**src/hdl/sfa_pkg.sv**
```systemverilog
// ----------------------------------------------------------------------------
// sfa_pkg
// shared widths, codes, state types and helpers of the spring force block
// ----------------------------------------------------------------------------
package sfa_pkg;

    localparam int VTX_W   = 10;
    localparam int POS_W   = 32;
    localparam int FRC_W   = 48;
    localparam int DIFF_W  = POS_W + 1;
    localparam int ROOT_W  = 34;
    localparam int SUM_W   = 2 * ROOT_W;
    localparam int SQR_W   = ROOT_W + 2;
    localparam int MUL_W   = 34;
    localparam int PROD_W  = 2 * MUL_W;
    localparam int KE_W    = 66;
    localparam int KE_HALF = KE_W / 2;
    localparam int NUM_W   = 99;
    localparam int FRAC_W  = 16;
    localparam int DVS_W   = ROOT_W + FRAC_W;
    localparam int CNT_W   = 7;
    localparam int ESUB_W  = ROOT_W + 1;
    localparam int ACC_W   = 3 * FRC_W;

    localparam logic OP_SPRING   = 1'b0;
    localparam logic OP_READ     = 1'b1;
    localparam logic KIND_FORCE  = 1'b0;
    localparam logic KIND_READOUT = 1'b1;

    localparam logic signed [FRC_W-1:0] FRC_MAX = {1'b0, {(FRC_W-1){1'b1}}};
    localparam logic signed [FRC_W-1:0] FRC_MIN = {1'b1, {(FRC_W-1){1'b0}}};

    typedef enum logic [3:0] {
        F_IDLE,
        F_SQ,
        F_SQRT,
        F_KE,
        F_MLO,
        F_MHI,
        F_DIV,
        F_SAT,
        F_PUSH
    } front_state_t;

    typedef enum logic [2:0] {
        B_CLEAR,
        B_IDLE,
        B_RD0,
        B_WR0,
        B_RD1,
        B_WR1,
        B_OUT
    } back_state_t;

    typedef struct packed {
        logic                     opcode;
        logic [VTX_W-1:0]         first_vertex;
        logic [VTX_W-1:0]         second_vertex;
        logic signed [FRC_W-1:0]  force_x;
        logic signed [FRC_W-1:0]  force_y;
        logic signed [FRC_W-1:0]  force_z;
        logic                     degenerate;
    } work_t;

    typedef struct packed {
        logic clearing;
        logic busy;
    } back_status_t;

    function automatic logic signed [FRC_W-1:0] sat_sum(
        input logic signed [FRC_W-1:0] a,
        input logic signed [FRC_W-1:0] b,
        input logic                    sub
    );
        logic signed [FRC_W:0] s;
        s = sub ? ({a[FRC_W-1], a} - {b[FRC_W-1], b}) : ({a[FRC_W-1], a} + {b[FRC_W-1], b});
        if (s[FRC_W] != s[FRC_W-1])
        begin
            return s[FRC_W] ? FRC_MIN : FRC_MAX;
        end
        return s[FRC_W-1:0];
    endfunction

    function automatic logic [DIFF_W-1:0] mag_diff(input logic signed [DIFF_W-1:0] d);
        return d[DIFF_W-1] ? DIFF_W'(-d) : DIFF_W'(d);
    endfunction

endpackage

```
**src/hdl/sfa_queue.sv**
```systemverilog
// ----------------------------------------------------------------------------
// sfa_queue
// two-entry queue between the force front and the accumulate back
// ----------------------------------------------------------------------------
module sfa_queue (
    input  logic           clk,
    input  logic           rst_n,
    input  logic           push,
    input  sfa_pkg::work_t push_data,
    output logic           full,
    input  logic           pop,
    output sfa_pkg::work_t head,
    output logic           empty
);
    import sfa_pkg::*;

    work_t      mem_reg [2];
    logic       wr_ptr_reg, rd_ptr_reg;
    logic [1:0] count_reg;

    assign full  = (count_reg == 2'd2);
    assign empty = (count_reg == 2'd0);
    assign head  = mem_reg[rd_ptr_reg];

    always_ff @(posedge clk or negedge rst_n)
    begin
        if (!rst_n)
        begin
            wr_ptr_reg <= 1'b0;
            rd_ptr_reg <= 1'b0;
            count_reg  <= 2'd0;
        end
        else
        begin
            if (push)
            begin
                wr_ptr_reg <= ~wr_ptr_reg;
            end
            if (pop)
            begin
                rd_ptr_reg <= ~rd_ptr_reg;
            end
            count_reg <= count_reg + {1'b0, push} - {1'b0, pop};
        end
    end

    always_ff @(posedge clk)
    begin
        if (push)
        begin
            mem_reg[wr_ptr_reg] <= push_data;
        end
    end
endmodule

```
**config.mk**
```make
export PLATFORM = sky130hd
export DESIGN_NAME = sfa_queue
export DESIGN_NICKNAME = d
export VERILOG_FILES = /design/src/hdl/sfa_pkg.sv /design/src/hdl/sfa_queue.sv
export SDC_FILE = /design/constraint.sdc
export NUM_CORES = 1
export LEC_CHECK = 0
export ABC_AREA = 0
export BUFFER_PORTS_ARGS = -buffer_cell sky130_fd_sc_hd__clkbuf_2
export CORE_ASPECT_RATIO = 1.2
export CORE_MARGIN = 2
export CORE_UTILIZATION = 47
export CTS_BUF_LIST = sky130_fd_sc_hd__clkbuf_4 sky130_fd_sc_hd__clkbuf_8 sky130_fd_sc_hd__clkbuf_16
export DETAILED_ROUTE_END_ITERATION = 7
export PLACE_DENSITY = 0.84
export REMOVE_ABC_BUFFERS = 1
export SLEW_MARGIN = 5
export SYNTH_ARGS = -nofsm -noshare
export SYNTH_HDL_FRONTEND = slang
export SYNTH_SLANG_ARGS = --single-unit
```
**constraint.sdc**
```tcl
create_clock -name clk -period 7.8 [get_ports clk]
set_input_delay 0.78 -clock clk [delete_from_list [all_inputs] [get_ports clk]]
set_output_delay 0.78 -clock clk [all_outputs]
set_load 0.05 [all_outputs]
```
==> flow_summary.toml <==
[run_status]
status = "finished clean"

[yosys]
synth_top_area_share_pct = 78.4
synth_seq_cells = 336
ys_top_cells_by_area = "edfxtp_1 (78%), mux2_4 (15%), mux2_2 (3.2%), buf_6 (1.4%), dfrtp_1 (0.79%)"
yosys_warnings = 0
synth_cell_types = 13
postSynthAreaPerCell_um2 = 23.9
synth_cells = 532
synth_top_cell_by_area = "edfxtp_1"
syn_area_mm2 = 0.0127
ys_seq_area_share_pct = 79.2

[clocking]
cts_hold_buf = 0
clock-sinks = 336
insertion_delay_ps = 500
cts_root_buf = "clkbuf_16"
cts_made_buffers = 34
cts.path.max_buffers = 3
clk_pin_slew_ps = 60
post_cts_buffers = 0
cts_tree = "yes"
postCtsResizedCells = 0
htreeDepth = 2

[timing]
fmax_mhz = 283
rsz0062_at_grt = "no"
relSlewSlack_pct = 33.0
finalSetupViolations = 0
setup_ws_ps = 4270
skew_ps = 19.0
worstMarginPinSlew_ps = 1010
slew_violations = 0
fin_crit_sh_pct = 45.2
finalCriticalPeriod_ps = 3530
hold_violations = 0

[power_and_ir_drop]
leakage_nw = 6.43
vdd_drop_max_mv = 0.329
power_density_mw_per_mm2 = 443

[detailed_routing]
num_vias = 6202
dr.pass1.iters = 5
drcViolationCount = 0
wl_per_cell_um = 19.1
viasPerCell = 4.96
drtIter0Drc = 389
antenna_left = 0
routed_wirelength_mm = 23.8

[critical_path]
ff2ff_path_depth = 2
worstPathRequired_ps = 7020
critPathSlowestCell = "buf_4"
cp_cell_sequence = "buf_4 > mux2_2 > clkbuf_2"
crit_arrival_ps = 2750
reg2reg_from = "wr_ptr_reg"
startpoint_type = "register"
r2r_setup_slack_ps = 5380
path_max_fanout = 57
max_stage_delay_ps = 800
rr_endpoint = "mem_reg[0][63]"
endpoint_kind = "output port"
critPathKind = "register to output port"

[finish]
syn_to_final_growth_pct = 24.6
nNetsFinal = 1064
post-route-util_pct = 60.0
final_area_mm2 = 0.0158
largest_reg_flops = 332
layout-drive-gt1-share_pct = 61.6
fillCellCount = 1879

[floorplanning]
die_w_um = 154
dieArea_mm2 = 0.0284
initial_core_util_pct = 48.1
core_area_mm2 = 0.0264
num_rows = 65
io_pins = 338
fp.dieH_um = 184

[place]
dpl_cell_area_mm2 = 0.0147
place_ws_ps = 4810
place.gp.congestion = 0.771
dp_hpwl_mm = 16.0
portBuffers = 337

[flow_run]
maxCapViolations = 0

[global_routing]
grt_start_max_net_pins = 93
track_usage_pct = 16.1
grt_pass1_wl_mm = 35.0
antenna_found_initial = 2
grt_overflow = 0
grt_pass1_vias = 6513

[hold_path]
hold_class = "input pin to async pin"
cell type report:
cell class | instances | area [um^2] | area share [%]
Timing Repair Buffer | 343 | 1740 | 11.0
Clock buffer | 44 | 978 | 6.17
Antenna cell | 2 | 5.00 | 0.0316
Multi-Input combinational cell | 175 | 2460 | 15.5
Clock inverter | 14 | 164 | 1.03
Inverter | 2 | 7.51 | 0.0474
Sequential cell | 336 | 10100 | 63.6
Tap cell | 335 | 419 | 2.64
cells in the final DEF (no fill, tap or decap), drive strengths merged:
cell / instances
and2: 1
nor2: 1
clkbuf: 381
bufinv: 4
ha: 2
xor2: 2
diode: 2
clkinv: 9
inv: 2
nor2b: 2
mux2: 166
buf: 6
dfrtp: 4
clkinvlp: 1
edfxtp: 332
xor3: 1
how the worst max path moves through the flow:
stage                          to        from
finish                   head[11]  rd_ptr_reg
global route             head[11]  rd_ptr_reg
detailed placement       head[11]  rd_ptr_reg
CTS                      head[11]  rd_ptr_reg
floorplan           mem_reg[0][0]        push
global placement        head[161]  rd_ptr_reg
per-stage QoR:
stage / setup TNS (ps) / power [mW] / cells / hold WS, ps
after detailed placement: 0 / 5.46 / 1191 / 549
final: 0 / 7.03 / 1251 / 74.0
after floorplan: -143640 / 5.15 / 513 / 455
after global placement: 0 / 5.41 / 1191 / 530
after CTS: 0 / 7.11 / 1249 / 52.1
after global routing: 0 / 7.28 / 1250 / 57.4
metal layers:
layer	wire length (um)	part of all wire [%]	global-route usage, %	vias up
li1	-	-	-	2853
met5	0	0	0	-
met3	1720	7.2	4.70	58
met1	8620	36	17.6	3018
met4	986	4.1	7.55	0
met2	12500	52	29.0	273
critical path: cells and delay by family, from the launching register on:
family                 cells  cell delay (ps)
buffers and inverters      2             1050
DFF                        1              650
muxes                      1              430
logic make-up (layout without fill, tap and decap cells):
logic type               after synthesis  count (layout)  share of synthesized area [%]
other                                  0               2                              0
flip-flops                           336             336                           79.2
adder cells (fa/ha/maj)                2               2                          0.197
XOR/XNOR                               3               3                          0.325
buffers and inverters                 21             403                           1.59
multiplexers                         166             166                           18.5
AND/OR/NAND/NOR                        4               4                          0.177
where the power goes:
part	internal (mW)	switching, mW	total [mW]
Clock	1.01	0.612	1.63
Sequential	2.40	0.110	2.51
Combinational	0.875	2.02	2.89
Yosys cell counts:
library cell,count
and2_1,1
buf_2,3
buf_6,16
dfrtp_1,4
edfxtp_1,332
ha_1,2
inv_1,2
mux2_2,36
mux2_4,130
nor2_1,1
nor2b_1,2
xor2_1,2
xor3_1,1
(Power assumes the default switching activity.)
