**config.mk**
```make
export PLATFORM = sky130hd
export DESIGN_NAME = sfa_front_flat
export DESIGN_NICKNAME = d
export VERILOG_FILES = /design/src/hdl/sfa_pkg.sv /design/src/hdl/sfa_if.sv /design/src/hdl/sfa_front.sv /design/src/flat_wrapper.sv
export SDC_FILE = /design/constraint.sdc
export NUM_CORES = 2
export LEC_CHECK = 0
export BUFFER_PORTS_ARGS = -buffer_cell sky130_fd_sc_hd__buf_4
export CELL_PAD_IN_SITES_DETAIL_PLACEMENT = 0
export CELL_PAD_IN_SITES_GLOBAL_PLACEMENT = 1
export CORE_MARGIN = 2
export CORE_UTILIZATION = 50
export CTS_CLUSTER_SIZE = 40
export DETAILED_ROUTE_END_ITERATION = 16
export PLACE_DENSITY_LB_ADDON = 0.1
export SLEW_MARGIN = 20
export SYNTH_ARGS = -nofsm -noshare
export SYNTH_HDL_FRONTEND = slang
export SYNTH_SLANG_ARGS = --single-unit
```
**constraint.sdc**
```tcl
create_clock -name clk -period 23.8 [get_ports clk]
set_clock_uncertainty 0.15 [all_clocks]
set_input_delay 3.57 -clock clk [delete_from_list [all_inputs] [get_ports clk]]
set_output_delay 3.57 -clock clk [all_outputs]
set_load 0.02 [all_outputs]
```
**src/hdl/sfa_pkg.sv**
```systemverilog
// ----------------------------------------------------------------------------
// sfa_pkg
// shared widths, codes, state types and helpers of the spring force block
// ----------------------------------------------------------------------------
package sfa_pkg;

    localparam int VTX_W   = 10;
    localparam int POS_W   = 32;
    localparam int FRC_W   = 48;
    localparam int DIFF_W  = POS_W + 1;
    localparam int ROOT_W  = 34;
    localparam int SUM_W   = 2 * ROOT_W;
    localparam int SQR_W   = ROOT_W + 2;
    localparam int MUL_W   = 34;
    localparam int PROD_W  = 2 * MUL_W;
    localparam int KE_W    = 66;
    localparam int KE_HALF = KE_W / 2;
    localparam int NUM_W   = 99;
    localparam int FRAC_W  = 16;
    localparam int DVS_W   = ROOT_W + FRAC_W;
    localparam int CNT_W   = 7;
    localparam int ESUB_W  = ROOT_W + 1;
    localparam int ACC_W   = 3 * FRC_W;

    localparam logic OP_SPRING   = 1'b0;
    localparam logic OP_READ     = 1'b1;
    localparam logic KIND_FORCE  = 1'b0;
    localparam logic KIND_READOUT = 1'b1;

    localparam logic signed [FRC_W-1:0] FRC_MAX = {1'b0, {(FRC_W-1){1'b1}}};
    localparam logic signed [FRC_W-1:0] FRC_MIN = {1'b1, {(FRC_W-1){1'b0}}};

    typedef enum logic [3:0] {
        F_IDLE,
        F_SQ,
        F_SQRT,
        F_KE,
        F_MLO,
        F_MHI,
        F_DIV,
        F_SAT,
        F_PUSH
    } front_state_t;

    typedef enum logic [2:0] {
        B_CLEAR,
        B_IDLE,
        B_RD0,
        B_WR0,
        B_RD1,
        B_WR1,
        B_OUT
    } back_state_t;

    typedef struct packed {
        logic                     opcode;
        logic [VTX_W-1:0]         first_vertex;
        logic [VTX_W-1:0]         second_vertex;
        logic signed [FRC_W-1:0]  force_x;
        logic signed [FRC_W-1:0]  force_y;
        logic signed [FRC_W-1:0]  force_z;
        logic                     degenerate;
    } work_t;

    typedef struct packed {
        logic clearing;
        logic busy;
    } back_status_t;

    function automatic logic signed [FRC_W-1:0] sat_sum(
        input logic signed [FRC_W-1:0] a,
        input logic signed [FRC_W-1:0] b,
        input logic                    sub
    );
        logic signed [FRC_W:0] s;
        s = sub ? ({a[FRC_W-1], a} - {b[FRC_W-1], b}) : ({a[FRC_W-1], a} + {b[FRC_W-1], b});
        if (s[FRC_W] != s[FRC_W-1])
        begin
            return s[FRC_W] ? FRC_MIN : FRC_MAX;
        end
        return s[FRC_W-1:0];
    endfunction

    function automatic logic [DIFF_W-1:0] mag_diff(input logic signed [DIFF_W-1:0] d);
        return d[DIFF_W-1] ? DIFF_W'(-d) : DIFF_W'(d);
    endfunction

endpackage

```
**src/hdl/sfa_if.sv**
```systemverilog
// ----------------------------------------------------------------------------
// sfa_if
// valid/ready channels for spring items and force results
// ----------------------------------------------------------------------------
interface sfa_in_if;
    import sfa_pkg::*;

    logic                    valid;
    logic                    ready;
    logic                    opcode;
    logic [VTX_W-1:0]        first_vertex;
    logic [VTX_W-1:0]        second_vertex;
    logic signed [POS_W-1:0] first_x;
    logic signed [POS_W-1:0] first_y;
    logic signed [POS_W-1:0] first_z;
    logic signed [POS_W-1:0] second_x;
    logic signed [POS_W-1:0] second_y;
    logic signed [POS_W-1:0] second_z;
    logic [POS_W-1:0]        stiffness;
    logic [POS_W-1:0]        rest_length;

    modport source (
        output valid, opcode, first_vertex, second_vertex,
        output first_x, first_y, first_z, second_x, second_y, second_z,
        output stiffness, rest_length,
        input  ready
    );

    modport sink (
        input  valid, opcode, first_vertex, second_vertex,
        input  first_x, first_y, first_z, second_x, second_y, second_z,
        input  stiffness, rest_length,
        output ready
    );
endinterface


```
**src/hdl/sfa_front.sv**
```systemverilog
// ----------------------------------------------------------------------------
// sfa_front
// accepts items and works out the spring force with a shared multiplier,
// a bit-serial square root and a bit-serial divider
// ----------------------------------------------------------------------------
module sfa_front (
    input  logic                 clk,
    input  logic                 rst_n,
    sfa_in_if.sink               in_ch,
    input  sfa_pkg::back_status_t status,
    input  logic                 q_full,
    output logic                 q_push,
    output sfa_pkg::work_t       q_data
);
    import sfa_pkg::*;

    front_state_t state_reg, state_next;
    logic [1:0]       j_reg;
    logic [CNT_W-1:0] cnt_reg;

    logic                     op_reg;
    logic [VTX_W-1:0]         v0_reg, v1_reg;
    logic signed [DIFF_W-1:0] d_reg [3];
    logic [POS_W-1:0]         k_reg, l_reg;
    logic [SUM_W-1:0]         acc_reg;
    logic [SQR_W-1:0]         sq_rem_reg;
    logic [ROOT_W-1:0]        root_reg;
    logic [KE_W-1:0]          ke_reg;
    logic                     e_neg_reg;
    logic [NUM_W-1:0]         num_reg;
    logic [DVS_W-1:0]         div_rem_reg;
    logic signed [FRC_W-1:0]  f_reg [3];
    logic                     degen_reg;

    logic                     accept;
    logic [MUL_W-1:0]         mul_a, mul_b;
    logic [PROD_W-1:0]        prod;
    logic [DIFF_W-1:0]        dmag;
    logic [SQR_W+1:0]         sq_sh, sq_trial;
    logic [SQR_W-1:0]         sq_rem_next;
    logic [ROOT_W-1:0]        root_next;
    logic signed [ESUB_W-1:0] e_val;
    logic [ROOT_W-1:0]        e_mag;
    logic [DVS_W:0]           dv_sh, dv_dvs;
    logic                     dv_bit;
    logic [DVS_W-1:0]         dv_rem_next;
    logic                     neg, big_pos, big_neg;
    logic signed [FRC_W-1:0]  f_sat;

    assign accept = in_ch.valid && in_ch.ready;
    assign dmag   = mag_diff(d_reg[j_reg]);

    // square root digit step
    assign sq_sh       = {sq_rem_reg, acc_reg[SUM_W-1 -: 2]};
    assign sq_trial    = {2'b00, root_reg, 2'b01};
    assign sq_rem_next = (sq_sh >= sq_trial) ? SQR_W'(sq_sh - sq_trial) : SQR_W'(sq_sh);
    assign root_next   = {root_reg[ROOT_W-2:0], (sq_sh >= sq_trial)};

    assign e_val = $signed({3'b000, l_reg}) - $signed({1'b0, root_reg});
    assign e_mag = e_val[ESUB_W-1] ? ROOT_W'(-e_val) : ROOT_W'(e_val);

    // division step
    assign dv_sh       = {div_rem_reg, num_reg[NUM_W-1]};
    assign dv_dvs      = {1'b0, root_reg, {FRAC_W{1'b0}}};
    assign dv_bit      = (dv_sh >= dv_dvs);
    assign dv_rem_next = dv_bit ? DVS_W'(dv_sh - dv_dvs) : DVS_W'(dv_sh);

    assign neg     = e_neg_reg ^ d_reg[j_reg][DIFF_W-1];
    assign big_pos = |num_reg[NUM_W-1:FRC_W-1];
    assign big_neg = (|num_reg[NUM_W-1:FRC_W]) || (num_reg[FRC_W-1] && (|num_reg[FRC_W-2:0]));

    always_comb
    begin
        if (neg)
        begin
            f_sat = big_neg ? FRC_MIN : -$signed(num_reg[FRC_W-1:0]);
        end
        else
        begin
            f_sat = big_pos ? FRC_MAX : $signed(num_reg[FRC_W-1:0]);
        end
    end

    always_comb
    begin
        case (state_reg)
            F_SQ:
            begin
                mul_a = {1'b0, dmag};
                mul_b = {1'b0, dmag};
            end
            F_KE:
            begin
                mul_a = {2'b00, k_reg};
                mul_b = e_mag;
            end
            F_MLO:
            begin
                mul_a = {1'b0, ke_reg[KE_HALF-1:0]};
                mul_b = {1'b0, dmag};
            end
            F_MHI:
            begin
                mul_a = {1'b0, ke_reg[KE_W-1:KE_HALF]};
                mul_b = {1'b0, dmag};
            end
            default:
            begin
                mul_a = '0;
                mul_b = '0;
            end
        endcase
    end

    assign prod = mul_a * mul_b;

    // next state
    always_comb
    begin
        state_next = state_reg;
        case (state_reg)
            F_IDLE:
            begin
                if (accept)
                begin
                    state_next = (in_ch.opcode == OP_READ) ? F_PUSH : F_SQ;
                end
            end
            F_SQ:
            begin
                if (j_reg == 2'd2)
                begin
                    state_next = F_SQRT;
                end
            end
            F_SQRT:
            begin
                if (cnt_reg == CNT_W'(ROOT_W - 1))
                begin
                    state_next = (root_next == '0) ? F_PUSH : F_KE;
                end
            end
            F_KE:  state_next = F_MLO;
            F_MLO: state_next = F_MHI;
            F_MHI: state_next = F_DIV;
            F_DIV:
            begin
                if (cnt_reg == CNT_W'(NUM_W - 1))
                begin
                    state_next = F_SAT;
                end
            end
            F_SAT: state_next = (j_reg == 2'd2) ? F_PUSH : F_MLO;
            F_PUSH:
            begin
                if (!q_full)
                begin
                    state_next = F_IDLE;
                end
            end
            default: state_next = F_IDLE;
        endcase
    end

    // outputs
    always_comb
    begin
        in_ch.ready = 1'b0;
        q_push      = 1'b0;
        case (state_reg)
            F_IDLE:  in_ch.ready = !status.clearing;
            F_PUSH:  q_push = !q_full;
            default: ;
        endcase
    end

    assign q_data = '{opcode:        op_reg,
                      first_vertex:  v0_reg,
                      second_vertex: v1_reg,
                      force_x:       f_reg[0],
                      force_y:       f_reg[1],
                      force_z:       f_reg[2],
                      degenerate:    degen_reg};

    always_ff @(posedge clk or negedge rst_n)
    begin
        if (!rst_n)
        begin
            state_reg <= F_IDLE;
            j_reg     <= '0;
            cnt_reg   <= '0;
        end
        else
        begin
            state_reg <= state_next;
            case (state_reg)
                F_IDLE:
                begin
                    j_reg   <= '0;
                    cnt_reg <= '0;
                end
                F_SQ:   j_reg <= (j_reg == 2'd2) ? 2'd0 : j_reg + 2'd1;
                F_SQRT: cnt_reg <= (cnt_reg == CNT_W'(ROOT_W - 1)) ? '0 : cnt_reg + 1'b1;
                F_KE:   j_reg <= '0;
                F_MHI:  cnt_reg <= '0;
                F_DIV:  cnt_reg <= (cnt_reg == CNT_W'(NUM_W - 1)) ? '0 : cnt_reg + 1'b1;
                F_SAT:  j_reg <= (j_reg == 2'd2) ? 2'd0 : j_reg + 2'd1;
                default: ;
            endcase
        end
    end

    always_ff @(posedge clk)
    begin
        case (state_reg)
            F_IDLE:
            begin
                if (accept)
                begin
                    op_reg     <= in_ch.opcode;
                    v0_reg     <= in_ch.first_vertex;
                    v1_reg     <= in_ch.second_vertex;
                    d_reg[0]   <= DIFF_W'(in_ch.first_x) - DIFF_W'(in_ch.second_x);
                    d_reg[1]   <= DIFF_W'(in_ch.first_y) - DIFF_W'(in_ch.second_y);
                    d_reg[2]   <= DIFF_W'(in_ch.first_z) - DIFF_W'(in_ch.second_z);
                    k_reg      <= in_ch.stiffness;
                    l_reg      <= in_ch.rest_length;
                    acc_reg    <= '0;
                    sq_rem_reg <= '0;
                    root_reg   <= '0;
                    degen_reg  <= 1'b0;
                    f_reg[0]   <= '0;
                    f_reg[1]   <= '0;
                    f_reg[2]   <= '0;
                end
            end
            F_SQ: acc_reg <= acc_reg + SUM_W'(prod);
            F_SQRT:
            begin
                acc_reg    <= {acc_reg[SUM_W-3:0], 2'b00};
                sq_rem_reg <= sq_rem_next;
                root_reg   <= root_next;
                degen_reg  <= (root_next == '0);
            end
            F_KE:
            begin
                ke_reg    <= KE_W'(prod);
                e_neg_reg <= e_val[ESUB_W-1];
            end
            F_MLO: num_reg <= NUM_W'(prod);
            F_MHI:
            begin
                num_reg     <= num_reg + (NUM_W'(prod) << KE_HALF);
                div_rem_reg <= '0;
            end
            F_DIV:
            begin
                div_rem_reg <= dv_rem_next;
                num_reg     <= {num_reg[NUM_W-2:0], dv_bit};
            end
            F_SAT: f_reg[j_reg] <= f_sat;
            default: ;
        endcase
    end
endmodule

```
**src/flat_wrapper.sv**
```systemverilog
// flat-port wrapper written by rule: the top's interface ports become plain ports
module sfa_front_flat import sfa_pkg::*;
  (clk, rst_n, status, q_full, q_push, q_data, in_ch_valid, in_ch_opcode, in_ch_first_vertex, in_ch_second_vertex, in_ch_first_x, in_ch_first_y, in_ch_first_z, in_ch_second_x, in_ch_second_y, in_ch_second_z, in_ch_stiffness, in_ch_rest_length, in_ch_ready);
  sfa_in_if in_ch_i ();
  input  logic clk;
  input  logic rst_n;
  input  sfa_pkg::back_status_t status;
  input  logic q_full;
  output logic q_push;
  output sfa_pkg::work_t q_data;
  input wire logic [$bits(in_ch_i.valid)-1:0] in_ch_valid;
  input wire logic [$bits(in_ch_i.opcode)-1:0] in_ch_opcode;
  input wire logic [$bits(in_ch_i.first_vertex)-1:0] in_ch_first_vertex;
  input wire logic [$bits(in_ch_i.second_vertex)-1:0] in_ch_second_vertex;
  input wire logic [$bits(in_ch_i.first_x)-1:0] in_ch_first_x;
  input wire logic [$bits(in_ch_i.first_y)-1:0] in_ch_first_y;
  input wire logic [$bits(in_ch_i.first_z)-1:0] in_ch_first_z;
  input wire logic [$bits(in_ch_i.second_x)-1:0] in_ch_second_x;
  input wire logic [$bits(in_ch_i.second_y)-1:0] in_ch_second_y;
  input wire logic [$bits(in_ch_i.second_z)-1:0] in_ch_second_z;
  input wire logic [$bits(in_ch_i.stiffness)-1:0] in_ch_stiffness;
  input wire logic [$bits(in_ch_i.rest_length)-1:0] in_ch_rest_length;
  output wire logic [$bits(in_ch_i.ready)-1:0] in_ch_ready;
  assign in_ch_i.valid = in_ch_valid;
  assign in_ch_i.opcode = in_ch_opcode;
  assign in_ch_i.first_vertex = in_ch_first_vertex;
  assign in_ch_i.second_vertex = in_ch_second_vertex;
  assign in_ch_i.first_x = in_ch_first_x;
  assign in_ch_i.first_y = in_ch_first_y;
  assign in_ch_i.first_z = in_ch_first_z;
  assign in_ch_i.second_x = in_ch_second_x;
  assign in_ch_i.second_y = in_ch_second_y;
  assign in_ch_i.second_z = in_ch_second_z;
  assign in_ch_i.stiffness = in_ch_stiffness;
  assign in_ch_i.rest_length = in_ch_rest_length;
  assign in_ch_ready = in_ch_i.ready;
  sfa_front u_core (.clk(clk), .rst_n(rst_n), .in_ch(in_ch_i), .status(status), .q_full(q_full), .q_push(q_push), .q_data(q_data));
endmodule
```
==> flow_summary.json <==
{
  "clk_latency_ns": 0.76,
  "cts_made_buffers": 83,
  "drt_iter0_drc": 6009,
  "critPathMostFrequentCell": "fa_1",
  "synth-seq-cells": 696,
  "period_needed_ns": 16.81,
  "grt_overflow": 0,
  "yosysMostFrequentCell": "inv_1",
  "nFillCells": 15237,
  "synth_area_per_cell_um2": 9.21,
  "synth_cell_types": 105,
  "hold_path.class": "reg2reg",
  "crit_type": "reg2reg",
  "regArea_mm2": 0.0208,
  "drc": 0,
  "yosysSeqAreaShare": 0.247,
  "row_count": 150,
  "synth_top_area_cell": "edfxtp_1",
  "path_buf_inv": 9,
  "relSlewSlack": 0.170,
  "syn_nets": 11030,
  "cts_root_buf": "clkbuf_16",
  "crit_family": "adder cells",
  "grt_pass1_vias": 69402,
  "layout-drive-gt1-share": 0.100,
  "power.total_mw": 2.84,
  "gp_congestion": 0.978,
  "syn2layout_area_growth_pct": 10.9,
  "wire_per_inst_um": 24.5,
  "numClockSinks": 696,
  "pin_count": 451,
  "dieArea_mm2": 0.172,
  "die_w_um": 414,
  "cts_buffer_depth": 3,
  "multi_input_area_mm2": 0.0574,
  "via_count": 69199,
  "ys.flop_type": "edfxtp_1",
  "netlist_instances": 9148,
  "end_kind": "register",
  "max_cap_viol_count": 0,
  "largest_reg_flops": 144,
  "synth_top_area_frac": 0.243,
  "fin_crit_sh": 0.706,
  "synthesis.area_mm2": 0.0842,
  "final_hold_viol_count": 0,
  "cts_tree": "done",
  "status": "finished clean",
  "synthArstFlopShare": 0.0187,
  "cts_resized": 0,
  "arrival_ns": 17.08,
  "whs_ns": 0.401,
  "portBuffers": 449,
  "rsz0062_at_grt": "no",
  "grt_pass1_wl_um": 435000,
  "fin_cells": 11717,
  "grt_use_total": 0.334,
  "viasPerCell": 5.91,
  "antenna_left": 0,
  "power_density_mw_per_mm2": 30.4,
  "p_leak_nw": 41.9,
  "slowest_stage": "a2bb2oi_1",
  "grt_max_degree": 99,
  "synth_edf_count": 683,
  "placed_area_mm2": 0.0906,
  "cts_hold_buf": 0,
  "drt_pass1_iterations": 7,
  "cp-start-kind": "register",
  "path_max_fanout": 13,
  "yosysWarningCount": 0,
  "synth_common_cells": "inv_1 (1,295), nand2_1 (1,146), fa_1 (996), nor2_1 (712), edfxtp_1 (683)",
  "initial_core_util": 0.504,
  "worst_pin_slew_ns": 1.24,
  "antenna_found_initial": 10,
  "post-cts-setup-buffers": 0,
  "critPathMaxStageDelay_ns": 0.82,
  "max_freq_ghz": 0.0595,
  "clk_pin_slew_ns": 0.06,
  "postLayoutCellArea_mm2": 0.0934,
  "htreeDepth": 3,
  "tns_ns": 0,
  "drt_wl_total_um": 288000,
  "placed_cells": 11561,
  "slew_viol_final": 0,
  "synthTopCellsByArea": "edfxtp_1 (24%), fa_1 (24%), ha_1 (9.0%)",
  "final_nets": 11324,
  "fp.dieH_um": 414,
  "final-setup-viol-count": 0,
  "crit_required_ns": 24.07,
  "fp.coreArea_mm2": 0.167,
  "dp_hpwl_um": 225000,
  "peakVddDrop_uv": 54.7
}
## metrics by stage
step | util | setup slack [ns]
final | 0.559 | 6.99
after floorplan | - | 10.53
after detailed placement | 0.542 | 7.37
after CTS | 0.558 | 7.23
after global placement | 0.542 | 7.28
after global routing | 0.558 | 6.38
## kinds of logic after synthesis
logic type | Yosys count | share of synthesized area
compound gates | 1791 | 0.139
buf+inv | 1722 | 0.0779
other cells | 1 | 0.0000445
xor+xnor | 392 | 0.0410
flops | 696 | 0.247
simple gates | 2844 | 0.156
mux | 103 | 0.0126
fa+ha+maj | 1599 | 0.326
## worst register-to-register path, delay by kind of cell, from the launching register on
family | cells | cell delay [ns]
compound gates | 15 | 4.76
xor+xnor | 3 | 1.24
flops | 1 | 0.47
buf+inv | 9 | 1.63
simple gates | 11 | 2.44
fa+ha+maj | 11 | 5.82
## metal layers
layer,vias up,GRT usage,routed length [µm]
li1,31253,-,-
met1,34754,0.455,121000
met2,2688,0.528,130000
met3,502,0.0552,21500
met4,2,0.141,14200
met5,-,0,16
## placed cells by master, fill, tap and decap left out, drive strengths merged, types with 125 or more instances in the layout
master,n
and2,230
fa,996
edfxtp,683
o21ai,396
a21oi,491
buf,633
xor2,152
inv,1298
xnor2,239
nor2,712
nand3,125
ha,603
nand2,1146
a21o,216
## cell type report
class | count | share of cell area
antenna | 1 | 0.0000268
clock buffer | 91 | 0.0226
clock inverter | 64 | 0.00744
inverter | 1298 | 0.0523
multi-input combinational | 6730 | 0.614
sequential | 696 | 0.223
tap | 2204 | 0.0295
timing repair buffer | 633 | 0.0509
## worst paths after layout
| kind | start | to | slack (ns) | cells past startpoint |
|---|---|---|---|---|
| worst max-delay path | u_core.root_reg[1] | u_core.num_reg[91] | 6.99 | 49 |
| worst min-delay path | u_core.acc_reg[6] | u_core.acc_reg[8] | 0.40 | 2 |
| worst max register to register | u_core.root_reg[1] | u_core.num_reg[91] | 6.99 | 49 |
| worst min register to register | u_core.acc_reg[6] | u_core.acc_reg[8] | 0.40 | 2 |
| max in group asynchronous | rst_n | u_core.cnt_reg[6] | 20.75 | 1 |
| min in group asynchronous | rst_n | u_core.state_reg[3] | 2.55 | 1 |
## report_power, final
| part | leakage [nW] | switching (mW) | internal [mW] | total (mW) |
|---|---|---|---|---|
| Clock | 1.33 | 0.589 | 0.730 | 1.32 |
| Sequential | 6.21 | 0.000289 | 1.34 | 1.34 |
| Combinational | 34.3 | 0.0876 | 0.0893 | 0.177 |
| Total | 41.9 | 0.677 | 2.16 | 2.84 |
Note: power is estimated with default switching activity, not from simulation.
